[src/rtl/core/bsc_pkg.sv]
package bsc_pkg;

    localparam int HALF_TURN    = 180;
    localparam int QUARTER_TURN = 90;
    localparam int DEN_BASE     = 40500;
    localparam int NUM_SHIFT    = 2;     // numerator gain of 4

    localparam int RADIUS_W = 17;
    localparam int OUT_W    = 17;
    localparam int RED_W    = 8;         // reduced angle, 0..180
    localparam int REM_W    = 9;         // remainder before correction, 0..359
    localparam int PROD_W   = 13;        // t*(180-t) <= 8100
    localparam int DEN_W    = 16;        // 32400..40500
    localparam int MAG_W    = 17;        // |radius| <= 65536
    localparam int NUM_W    = 32;        // |num| < 2^31
    localparam int QUO_W    = 17;        // |quotient| <= 65536
    localparam int SUM_W    = 18;

    localparam logic OP_SINE   = 1'b0;
    localparam logic OP_COSINE = 1'b1;

    typedef struct packed {
        logic                       flip;
        logic signed [RADIUS_W-1:0] radius;
        logic        [RED_W-1:0]    angle;
    } t_red_word;

    typedef struct packed {
        logic             neg;
        logic [NUM_W-1:0] num_mag;
        logic [DEN_W-1:0] den;
    } t_frac_word;

    typedef struct packed {
        logic             neg;
        logic [NUM_W-1:0] rem;
        logic [DEN_W-1:0] den;
        logic [QUO_W-1:0] quo;
    } t_div_word;

endpackage

[src/rtl/core/bsc_reduce.sv]
module bsc_reduce #(
    parameter int ANGLE_WIDTH = 16
) (
    input  logic                              i_clk,
    input  logic                              i_rst_n,
    input  logic                              i_en,
    input  logic                              i_valid,
    input  logic                              i_op,
    input  logic signed [bsc_pkg::RADIUS_W-1:0] i_radius,
    input  logic signed [ANGLE_WIDTH-1:0]     i_angle,
    output logic                              o_valid,
    output bsc_pkg::t_red_word                o_word
);

    localparam int TW          = ANGLE_WIDTH + 1;
    localparam int NW          = ANGLE_WIDTH + 1;
    localparam int MW          = NW - 2;
    localparam int RECIP_SHIFT = NW + 5;
    localparam int RECIP_W     = NW + 1;
    localparam int QW          = NW - 6;
    localparam logic [RECIP_W-1:0] RECIP =
        RECIP_W'((64'd1 << RECIP_SHIFT) / 64'd45);

    // stage 1: cosine offset, fold count argument
    logic signed [TW-1:0] t_ext;
    logic signed [TW-1:0] n_t;
    logic                 n_neg;
    logic                 n_big;
    logic [NW-1:0]        n_n;

    logic                             r1_valid;
    logic signed [bsc_pkg::RADIUS_W-1:0] r1_radius;
    logic [bsc_pkg::RED_W-1:0]        r1_tlow;
    logic                             r1_neg;
    logic                             r1_big;
    logic [NW-1:0]                    r1_n;

    assign t_ext = TW'(i_angle);
    assign n_t   = (i_op == bsc_pkg::OP_COSINE) ?
                   (TW'(bsc_pkg::QUARTER_TURN) - t_ext) : t_ext;
    assign n_neg = n_t[TW-1];
    assign n_big = !n_neg && (n_t > TW'(bsc_pkg::HALF_TURN));

    always_comb begin
        if (n_neg) begin
            n_n = NW'(TW'(bsc_pkg::HALF_TURN - 1) - n_t);
        end else if (n_big) begin
            n_n = NW'(n_t - TW'(1));
        end else begin
            n_n = '0;
        end
    end

    always_ff @(posedge i_clk) begin
        if (!i_rst_n) begin
            r1_valid <= 1'b0;
        end else if (i_en) begin
            r1_valid <= i_valid;
        end
        if (i_en) begin
            r1_radius <= i_radius;
            r1_tlow   <= n_t[bsc_pkg::RED_W-1:0];
            r1_neg    <= n_neg;
            r1_big    <= n_big;
            r1_n      <= n_n;
        end
    end

    // stage 2: reciprocal multiply, n/180 = (n/4)/45
    logic                             r2_valid;
    logic signed [bsc_pkg::RADIUS_W-1:0] r2_radius;
    logic [bsc_pkg::RED_W-1:0]        r2_tlow;
    logic                             r2_neg;
    logic                             r2_big;
    logic [NW-1:0]                    r2_n;
    logic [MW+RECIP_W-1:0]            r2_prod;

    always_ff @(posedge i_clk) begin
        if (!i_rst_n) begin
            r2_valid <= 1'b0;
        end else if (i_en) begin
            r2_valid <= r1_valid;
        end
        if (i_en) begin
            r2_radius <= r1_radius;
            r2_tlow   <= r1_tlow;
            r2_neg    <= r1_neg;
            r2_big    <= r1_big;
            r2_n      <= r1_n;
            r2_prod   <= (MW+RECIP_W)'(r1_n[NW-1:2]) * (MW+RECIP_W)'(RECIP);
        end
    end

    // stage 3: estimate may be one low; form remainder
    logic [QW-1:0] q0;
    logic [NW-1:0] rem_full;

    assign q0       = r2_prod[MW+RECIP_W-1:RECIP_SHIFT];
    assign rem_full = r2_n - NW'(q0) * NW'(bsc_pkg::HALF_TURN);

    logic                             r3_valid;
    logic signed [bsc_pkg::RADIUS_W-1:0] r3_radius;
    logic [bsc_pkg::RED_W-1:0]        r3_tlow;
    logic                             r3_neg;
    logic                             r3_big;
    logic                             r3_qlsb;
    logic [bsc_pkg::REM_W-1:0]        r3_rem;

    always_ff @(posedge i_clk) begin
        if (!i_rst_n) begin
            r3_valid <= 1'b0;
        end else if (i_en) begin
            r3_valid <= r2_valid;
        end
        if (i_en) begin
            r3_radius <= r2_radius;
            r3_tlow   <= r2_tlow;
            r3_neg    <= r2_neg;
            r3_big    <= r2_big;
            r3_qlsb   <= q0[0];
            r3_rem    <= rem_full[bsc_pkg::REM_W-1:0];
        end
    end

    // stage 4: correct, fold angle
    logic                        corr;
    logic [bsc_pkg::REM_W-1:0]   rem_fix;
    logic [bsc_pkg::RED_W-1:0]   rem_low;
    bsc_pkg::t_red_word          n_word;

    assign corr    = r3_rem >= bsc_pkg::REM_W'(bsc_pkg::HALF_TURN);
    assign rem_fix = corr ? (r3_rem - bsc_pkg::REM_W'(bsc_pkg::HALF_TURN)) : r3_rem;
    assign rem_low = rem_fix[bsc_pkg::RED_W-1:0];

    always_comb begin
        n_word.radius = r3_radius;
        n_word.flip   = (r3_neg || r3_big) && (r3_qlsb ^ corr);
        if (r3_neg) begin
            n_word.angle = bsc_pkg::RED_W'(bsc_pkg::HALF_TURN - 1) - rem_low;
        end else if (r3_big) begin
            n_word.angle = rem_low + bsc_pkg::RED_W'(1);
        end else begin
            n_word.angle = r3_tlow;
        end
    end

    always_ff @(posedge i_clk) begin
        if (!i_rst_n) begin
            o_valid <= 1'b0;
        end else if (i_en) begin
            o_valid <= r3_valid;
        end
        if (i_en) begin
            o_word <= n_word;
        end
    end

endmodule

[src/rtl/core/bsc_frac.sv]
module bsc_frac (
    input  logic                i_clk,
    input  logic                i_rst_n,
    input  logic                i_en,
    input  logic                i_valid,
    input  bsc_pkg::t_red_word  i_word,
    output logic                o_valid,
    output bsc_pkg::t_frac_word o_word
);

    // stage 1: |radius|, sign, t*(180-t)
    logic [bsc_pkg::RED_W-1:0]  compl;
    logic [bsc_pkg::PROD_W-1:0] n_p;
    logic [bsc_pkg::MAG_W-1:0]  n_mag;

    assign compl = bsc_pkg::RED_W'(bsc_pkg::HALF_TURN) - i_word.angle;
    assign n_p   = bsc_pkg::PROD_W'(i_word.angle) * bsc_pkg::PROD_W'(compl);
    assign n_mag = i_word.radius[bsc_pkg::RADIUS_W-1] ?
                   bsc_pkg::MAG_W'(-i_word.radius) : bsc_pkg::MAG_W'(i_word.radius);

    logic                       r_valid;
    logic                       r_neg;
    logic [bsc_pkg::MAG_W-1:0]  r_mag;
    logic [bsc_pkg::PROD_W-1:0] r_p;

    always_ff @(posedge i_clk) begin
        if (!i_rst_n) begin
            r_valid <= 1'b0;
        end else if (i_en) begin
            r_valid <= i_valid;
        end
        if (i_en) begin
            r_neg <= i_word.radius[bsc_pkg::RADIUS_W-1] ^ i_word.flip;
            r_mag <= n_mag;
            r_p   <= n_p;
        end
    end

    // stage 2: numerator magnitude and denominator
    logic [bsc_pkg::NUM_W-1:0] n_prod;

    assign n_prod = bsc_pkg::NUM_W'(r_mag) * bsc_pkg::NUM_W'(r_p);

    always_ff @(posedge i_clk) begin
        if (!i_rst_n) begin
            o_valid <= 1'b0;
        end else if (i_en) begin
            o_valid <= r_valid;
        end
        if (i_en) begin
            o_word.neg     <= r_neg;
            o_word.num_mag <= n_prod << bsc_pkg::NUM_SHIFT;
            o_word.den     <= bsc_pkg::DEN_W'(bsc_pkg::DEN_BASE) - bsc_pkg::DEN_W'(r_p);
        end
    end

endmodule

[src/rtl/core/bsc_div.sv]
module bsc_div (
    input  logic                i_clk,
    input  logic                i_rst_n,
    input  logic                i_en,
    input  logic                i_valid,
    input  bsc_pkg::t_frac_word i_word,
    output logic                o_valid,
    output bsc_pkg::t_div_word  o_word
);

    localparam int QW = bsc_pkg::QUO_W;

    // restoring divide, one quotient bit per stage, MSB first
    bsc_pkg::t_div_word r_st  [QW];
    logic               r_vld [QW];

    bsc_pkg::t_div_word first;

    always_comb begin
        first.neg = i_word.neg;
        first.rem = i_word.num_mag;
        first.den = i_word.den;
        first.quo = '0;
    end

    for (genvar s = 0; s < QW; s++) begin : g_stage
        bsc_pkg::t_div_word        src;
        logic                      src_vld;
        logic [bsc_pkg::NUM_W-1:0] sh;
        logic                      ge;
        bsc_pkg::t_div_word        n_st;

        if (s == 0) begin : g_head
            assign src     = first;
            assign src_vld = i_valid;
        end else begin : g_body
            assign src     = r_st[s-1];
            assign src_vld = r_vld[s-1];
        end

        assign sh = bsc_pkg::NUM_W'(src.den) << (QW - 1 - s);
        assign ge = src.rem >= sh;

        always_comb begin
            n_st = src;
            if (ge) begin
                n_st.rem = src.rem - sh;
                n_st.quo[QW-1-s] = 1'b1;
            end
        end

        always_ff @(posedge i_clk) begin
            if (!i_rst_n) begin
                r_vld[s] <= 1'b0;
            end else if (i_en) begin
                r_vld[s] <= src_vld;
            end
            if (i_en) begin
                r_st[s] <= n_st;
            end
        end
    end

    assign o_valid = r_vld[QW-1];
    assign o_word  = r_st[QW-1];

endmodule

[src/rtl/core/bhaskara_sine_cosine.sv]
// channel | valid   | ready   | word
// input   | i_valid | o_ready | i_op, i_radius, i_angle_degrees
// output  | o_valid | i_ready | o_scaled_value
//
// One word per cycle while the output is not held; register stages: angle fold 4,
// fraction 2, restoring divide 17 (one quotient bit per stage), round 1.
// Synchronous active-low reset clears only the valid bits.
// The whole pipe advances together; it holds when the output register is
// full and not taken, so o_ready = !o_valid || i_ready.
module bhaskara_sine_cosine #(
    parameter int ANGLE_WIDTH = 16
) (
    input  logic                                i_clk,
    input  logic                                i_rst_n,
    input  logic                                i_valid,
    output logic                                o_ready,
    input  logic                                i_op,
    input  logic signed [bsc_pkg::RADIUS_W-1:0] i_radius,
    input  logic signed [ANGLE_WIDTH-1:0]       i_angle_degrees,
    output logic                                o_valid,
    input  logic                                i_ready,
    output logic signed [bsc_pkg::OUT_W-1:0]    o_scaled_value
);

    logic en;

    assign en      = !o_valid || i_ready;
    assign o_ready = en;

    logic                red_valid;
    bsc_pkg::t_red_word  red_word;
    logic                frac_valid;
    bsc_pkg::t_frac_word frac_word;
    logic                div_valid;
    bsc_pkg::t_div_word  div_word;

    bsc_reduce #(
        .ANGLE_WIDTH(ANGLE_WIDTH)
    ) u_reduce (
        .i_clk   (i_clk),
        .i_rst_n (i_rst_n),
        .i_en    (en),
        .i_valid (i_valid),
        .i_op    (i_op),
        .i_radius(i_radius),
        .i_angle (i_angle_degrees),
        .o_valid (red_valid),
        .o_word  (red_word)
    );

    bsc_frac u_frac (
        .i_clk  (i_clk),
        .i_rst_n(i_rst_n),
        .i_en   (en),
        .i_valid(red_valid),
        .i_word (red_word),
        .o_valid(frac_valid),
        .o_word (frac_word)
    );

    bsc_div u_div (
        .i_clk  (i_clk),
        .i_rst_n(i_rst_n),
        .i_en   (en),
        .i_valid(frac_valid),
        .i_word (frac_word),
        .o_valid(div_valid),
        .o_word (div_word)
    );

    // round away from zero when the remainder is at least den/2 (truncated); negative with zero quotient stays zero
    localparam int SW = bsc_pkg::SUM_W;
    localparam logic [SW-1:0] POS_MAX = SW'((1 << (bsc_pkg::OUT_W - 1)) - 1);
    localparam logic [SW-1:0] NEG_MAX = SW'(1 << (bsc_pkg::OUT_W - 1));

    logic                            rnd;
    logic [SW-1:0]                   mag;
    logic signed [bsc_pkg::OUT_W-1:0] n_value;

    assign rnd = div_word.rem[bsc_pkg::DEN_W-1:0] >= (div_word.den >> 1);
    assign mag = SW'(div_word.quo) + SW'(rnd);

    always_comb begin
        if (!div_word.neg) begin
            n_value = (mag > POS_MAX) ? bsc_pkg::OUT_W'(POS_MAX) : bsc_pkg::OUT_W'(mag);
        end else if (div_word.quo == '0) begin
            n_value = '0;
        end else if (mag > NEG_MAX) begin
            n_value = bsc_pkg::OUT_W'(-NEG_MAX);
        end else begin
            n_value = bsc_pkg::OUT_W'(-mag);
        end
    end

    always_ff @(posedge i_clk) begin
        if (!i_rst_n) begin
            o_valid <= 1'b0;
        end else if (en) begin
            o_valid <= div_valid;
        end
        if (en) begin
            o_scaled_value <= n_value;
        end
    end

endmodule

[config.mk]
export PLATFORM = sky130hd
export DESIGN_NAME = bhaskara_sine_cosine
export DESIGN_NICKNAME = d
export VERILOG_FILES = /design/src/rtl/core/bsc_pkg.sv /design/src/rtl/core/bsc_reduce.sv /design/src/rtl/core/bsc_frac.sv /design/src/rtl/core/bsc_div.sv /design/src/rtl/core/bhaskara_sine_cosine.sv
export SDC_FILE = /design/constraint.sdc
export NUM_CORES = 2
export LEC_CHECK = 0
export BUFFER_PORTS_ARGS = -buffer_cell sky130_fd_sc_hd__buf_2
export CORE_MARGIN = 3
export CORE_UTILIZATION = 50
export CTS_BUF_LIST = sky130_fd_sc_hd__clkbuf_8
export DETAILED_ROUTE_END_ITERATION = 10
export GPL_TIMING_DRIVEN = 0
export PLACE_DENSITY = 0.65
export SYNTH_ARGS = -nofsm -noshare
export SYNTH_HDL_FRONTEND = slang
export SYNTH_SLANG_ARGS = --single-unit
[constraint.sdc]
create_clock -name i_clk -period 53.9 [get_ports i_clk]
set_clock_uncertainty 0.2 [all_clocks]
set_input_delay 5.39 -clock i_clk [delete_from_list [all_inputs] [get_ports i_clk]]
set_output_delay 5.39 -clock i_clk [all_outputs]
set_load 0.02 [all_outputs]
Word-level counts from Yosys, hierarchy flattened
Memory sizes are Yosys's and may differ from the RTL's. A register that Yosys moved wholly into a read port is not among the register bits. Index checks and enable logic that the tools add are counted. W data, S select, Z words.

Bits in writable memories: 1139. Memories kept: 2. Logic and storage cells: 185. Input bits: 38. Register bits after elaboration: 275. Output and inout bits: 19.

$mul: 4. Multiplexer cells: 67. Bitwise gates (word level): 19. Order comparisons: 22. Reduce and logical (&&, ||, !) cells: 8. $add $sub $neg: 29.

Memories: u_div.r_st (words 17, width 66, rd ports 17, clocked after memory_dff 0, wr ports 17, line bsc_div.sv:14) `bsc_pkg::t_div_word r_st [QW];`; u_div.r_vld (words 17, width 1, rd ports 17, clocked after memory_dff 1, wr ports 17, line bsc_div.sv:15) `logic r_vld [QW];`.

Operators with widths (count): $mux W32 (17); $mux W17 (7); $mux W1 (39); $neg A17 Y17 (2); $ge A32 B16 Y1 (1); $ge A32 B17 Y1 (1); $ge A32 B18 Y1 (1); $ge A32 B19 Y1 (1); $ge A32 B20 Y1 (1); $ge A32 B21 Y1 (1); $ge A32 B22 Y1 (1); $ge A32 B23 Y1 (1); $ge A32 B24 Y1 (1); $ge A32 B25 Y1 (1); $ge A32 B26 Y1 (1); $ge A32 B27 Y1 (1); $ge A32 B28 Y1 (1); $ge A32 B29 Y1 (1); $ge A32 B30 Y1 (1); $ge A32 B31 Y1 (1); $ge A32 B32 Y1 (1); $sub A32 B16 Y32 (1); $sub A32 B17 Y32 (1); $sub A32 B18 Y32 (1); other kinds (40) (64).

Longest topological paths before layout
An unclocked memory read counts as a cell.

Word-level depth: 7. Mapped depth: 26. Mapped depth without buffers: 24.

Modules after synthesis
A second synthesis with hierarchy kept.

Cell total of the unflattened synthesis: 6474. Area, all modules: 75059.5 um^2.

By module, submodules not included: bsc_div (area an instance 50136.8 um^2, cells an instance 4101, instances 1, sequential area each 30108.9 um^2); bsc_frac (area an instance 12054.1 um^2, cells an instance 1246, instances 1, sequential area each 2382.3 um^2); bsc_reduce (area an instance 10635.2 um^2, cells an instance 877, instances 1, sequential area each 4584.4 um^2); bhaskara_sine_cosine (area an instance 2233.4 um^2, cells an instance 250, instances 1, sequential area each 530.5 um^2).

Worst setup path before layout
OpenSTA, ideal clock, no wires.

Path type: input port to output port. Start: in i_ready. End: out o_ready. Required time: 48310 ps. Data arrival time: 37798 ps. Setup slack: 10512 ps. Cell stages on the path: 4. Path buffers: 2. Cell sequence: nor2b_1 > clkbuf_1 > inv_1 > clkbuf_1.

Word-level cells in the longest chain between the ends: 1.

RTL lines: start, declared (line bhaskara_sine_cosine.sv:21) `input logic i_ready,`; $logic_or A1 B1 Y1 (line bhaskara_sine_cosine.sv:27) `assign en = !o_valid || i_ready;`; end, declared (line bhaskara_sine_cosine.sv:16) `output logic o_ready,`.

Every way passes these cells.

Worst setup path in the final report
Same ends and word-level chain as after synthesis.

==> metrics.txt <==
total CTS buffers ~200; most used cell along the critical path buf_16; worst slew pin tran about 1.2 ns; Clock H-tree levels 4; Netlist Area Pre-Place between 70,000 and 80,000 um2; GR Util met1 around 28%; area used by multi-input combinational logic 31,200 um2; most used standard cells in the synthesized netlist 1,199 x edfxtp_1, 838 x inv_1, 533 x ha_1; cts hold-fix bufs 0; placed insts slightly above 8k; # DRC 0; number of register bits inferred by synthesis about 1.2k; NumNets Final just over 7k; arrival time of the worst setup path 7.50 ns; largest area contributor in the netlist edfxtp_1; TritonCTS Sinks approximately 1.2k; peak-usage layer in the global routing report met2; run status complete, no violations; number of instances in the synthesized netlist between 6k and 7k; met3 Usage GRT under 10%; class of the tightest hold or removal check reg -> reg; grt total ovfl 0; number of buffers inserted by port buffering 55; Die H 383 um; count of pins over their slew limit 0; critical path required time 48.31 ns; total area of sequential cells about 36,000 um2; count of final hold-check violations 0; reg2reg setup slack ~46 ns; Placer Congestion between 0.8 and 0.9; share of the synthesized area in the top cell type between 50% and 60%; post-synthesis cell type count between 80 and 90; crit path max fanout 70; number of instances resized during post-cts repair 0; Seq/Total Area, Yosys about half; x dimension of the die approximately 380 um; worst slew margin relative to its limit 20.0%; clock tree from TritonCTS built; maximum number of pins on one net before global-route repair 74; Die Area 147,000 um2; first-pass iteration count of the detailed router 5; Achievable Freq roughly 76 MHz; Detailed Route Iter0 Violations just under 3k; Post-synth EDFFs 1,199; post-placement worst setup slack slightly above 40 ns; Primary FF master, synth edfxtp_1; buffer levels on the longest clock path 3; sum of buffers and inverters on the critical path 8; final setup slack of the worst path roughly 40 ns; initial antenna violation count 3; count of boundary I/O pins 57; final-layout fill cell count roughly 12k; root buffer cell clkbuf_8; Avg Inst Size Synth 11.7 um2; delay of the slowest cell on the worst path ~0.33 ns; family of cells with the greatest summed delay on the critical path buffers and inverters; number of buffers inserted by post-CTS setup repair 0; type of origin of the critical path primary input; area grow syn2layout 10.1%; Worst setup EP type output pin; total global-route track usage about a fifth; Slowest-stage cell, CP buf_16; clock-pin slew reported for the worst setup and hold paths after clock tree synthesis approximately 0.060 ns; Avg WL per Cell 17.5 um; detailed-route via count about 45k; initial cell density of the core 50.7%; Core ar. about 140,000 um2; final WL between 100,000 and 150,000 um; count of synthesis-stage warnings from yosys 0; Async S/R FF share, synth 0%; proportion of layout cells with a drive suffix above 1 ~7%; Final Setup Violations 0; number of maximum-capacitance violations 0; Final ANT Viol Nets 0; Rows 137; post-route fraction of the period consumed by the critical path between 20% and 30%; global-route track usage on met2 approximately a third; fin crit period about 13 ns; RSZ-0062 raised after global routing no; HPWL after detailed placement 112,000 um; post-route non-filler standard cell count between 8k and 9k; mean number of vias per cell around 5.4; Area contributors post-synth edfxtp_1 51%, ha_1 9.4%, fa_1 7.8%, inv_1 4.4%, xnor2_1 3.2%; series of cell instances along the critical path buf_2, nor2b_1, clkbuf_1, inv_1, clkbuf_4, buf_16, buf_16, buf_16, buf_2; Synth Net Count 6,945; number of global-route vias before repair ~45k; clock latency at the later pin of the worst-skew pair roughly 0.91 ns; wire length of the first global-routing pass between 200,000 and 250,000 um; most instantiated library cell after synthesis edfxtp_1; worst setup path category in -> out; Setup Total Neg Slack 0 ns
metrics by stage:
step	util, %	instance area (um2)	hold WS (ns)
finish	55.8	78200	0.186
detailed placement	52.9	74200	0.205
CTS	55.8	78200	0.176
global placement	52.5	73700	0.200
floorplan	-	71000	0.200
global route	55.8	78200	0.199
flip-flops by register name, indices dropped and copies added (netlist names), 7 cells and up:
signal	cells
u_reduce.r2_n	9
u_reduce.r3_radius	17
o_scaled_value	17
u_reduce.r1_tlow	8
u_div.r_st	938
u_reduce.r1_n	17
u_reduce.o_word	26
u_reduce.r3_rem	9
u_frac.o_word	47
u_reduce.r1_radius	17
u_reduce.r2_prod	7
u_reduce.r2_radius	17
u_reduce.r3_tlow	8
u_div.r_vld	17
u_reduce.r2_tlow	8
u_frac.r_mag	17
u_frac.r_p	13
metal layers:
layer,vias to the layer above,routed length [um]
met2,918,69900
li1,21968,-
met1,21942,67900
met3,244,6190
met5,-,0
met4,0,3250
final cells by class:
class	instances	share of cell area, %
antenna	3	0.00960
clock inverter	169	1.55
multi-input combinational	3914	39.9
tap	1876	3.00
clock buffer	204	3.59
sequential	1207	46.2
buffer	136	0.677
inverter	839	4.03
timing repair buffer	74	1.02
kinds of logic after synthesis:
kind of cell               Yosys count  share of synthesized area [%]
adders and majority gates          811                           17.2
buffers and inverters              975                           5.17
DFF                               1207                           50.9
AOI/OAI and AO/OA                 1047                           9.18
xor gates and xnor gates           450                           5.57
other                                1                        0.00528
muxes                               83                           1.28
and+or+nand+nor                   1522                           10.7
cells in the final DEF, fill, tap and decap left out, types with 51 or more instances in the layout:
cell type / synthesis / final
nand2_1: 455 / 455
xnor2_1: 260 / 260
and2_1: 135 / 135
ha_1: 533 / 533
nor3_1: 99 / 99
a21o_1: 127 / 127
nand3_1: 75 / 75
a21oi_1: 299 / 299
clkbuf_1: 122 / 121
nor2_1: 311 / 311
nor4_1: 53 / 53
nand2b_1: 80 / 80
clkbuf_8: 0 / 204
buf_2: 6 / 61
nor2b_1: 78 / 78
clkinv_1: 0 / 51
edfxtp_1: 1199 / 1199
o21ai_0: 297 / 297
fa_1: 278 / 278
xor2_1: 189 / 189
mux2_2: 52 / 52
inv_1: 838 / 886
final timing paths:
kind | startpoint | to | cells past startpoint
max | i_ready | o_ready | 9
min reg2reg | u_reduce.r2_n[0] | u_reduce.r3_rem[0] | 0
min | u_reduce.r2_n[0] | u_reduce.r3_rem[0] | 0
max reg2reg | u_frac.r_p[6] | u_frac.o_word[46] | 23
worst register-to-register path, stage by stage, from the launching register on:
cell,delay [ns]
edfxtp_1,0.41
clkbuf_1,0.54
buf_1,0.57
nand2_1,0.19
fa_1,0.47
fa_1,0.47
fa_1,0.49
inv_1,0.06
fa_1,0.54
inv_1,0.06
fa_1,0.53
inv_1,0.05
ha_1,0.27
clkbuf_1,0.20
a21o_1,0.20
a21o_1,0.18
a2111oi_0,0.66
o21ai_0,0.38
a21oi_1,0.34
o31ai_1,0.14
nor2_1,0.18
o21ai_0,0.13
a21oi_1,0.20
xnor2_1,0.08
Power is left out: the tool's default activity adds up to more than one toggle a clock period on the data nets, which glitch-free logic cannot reach.
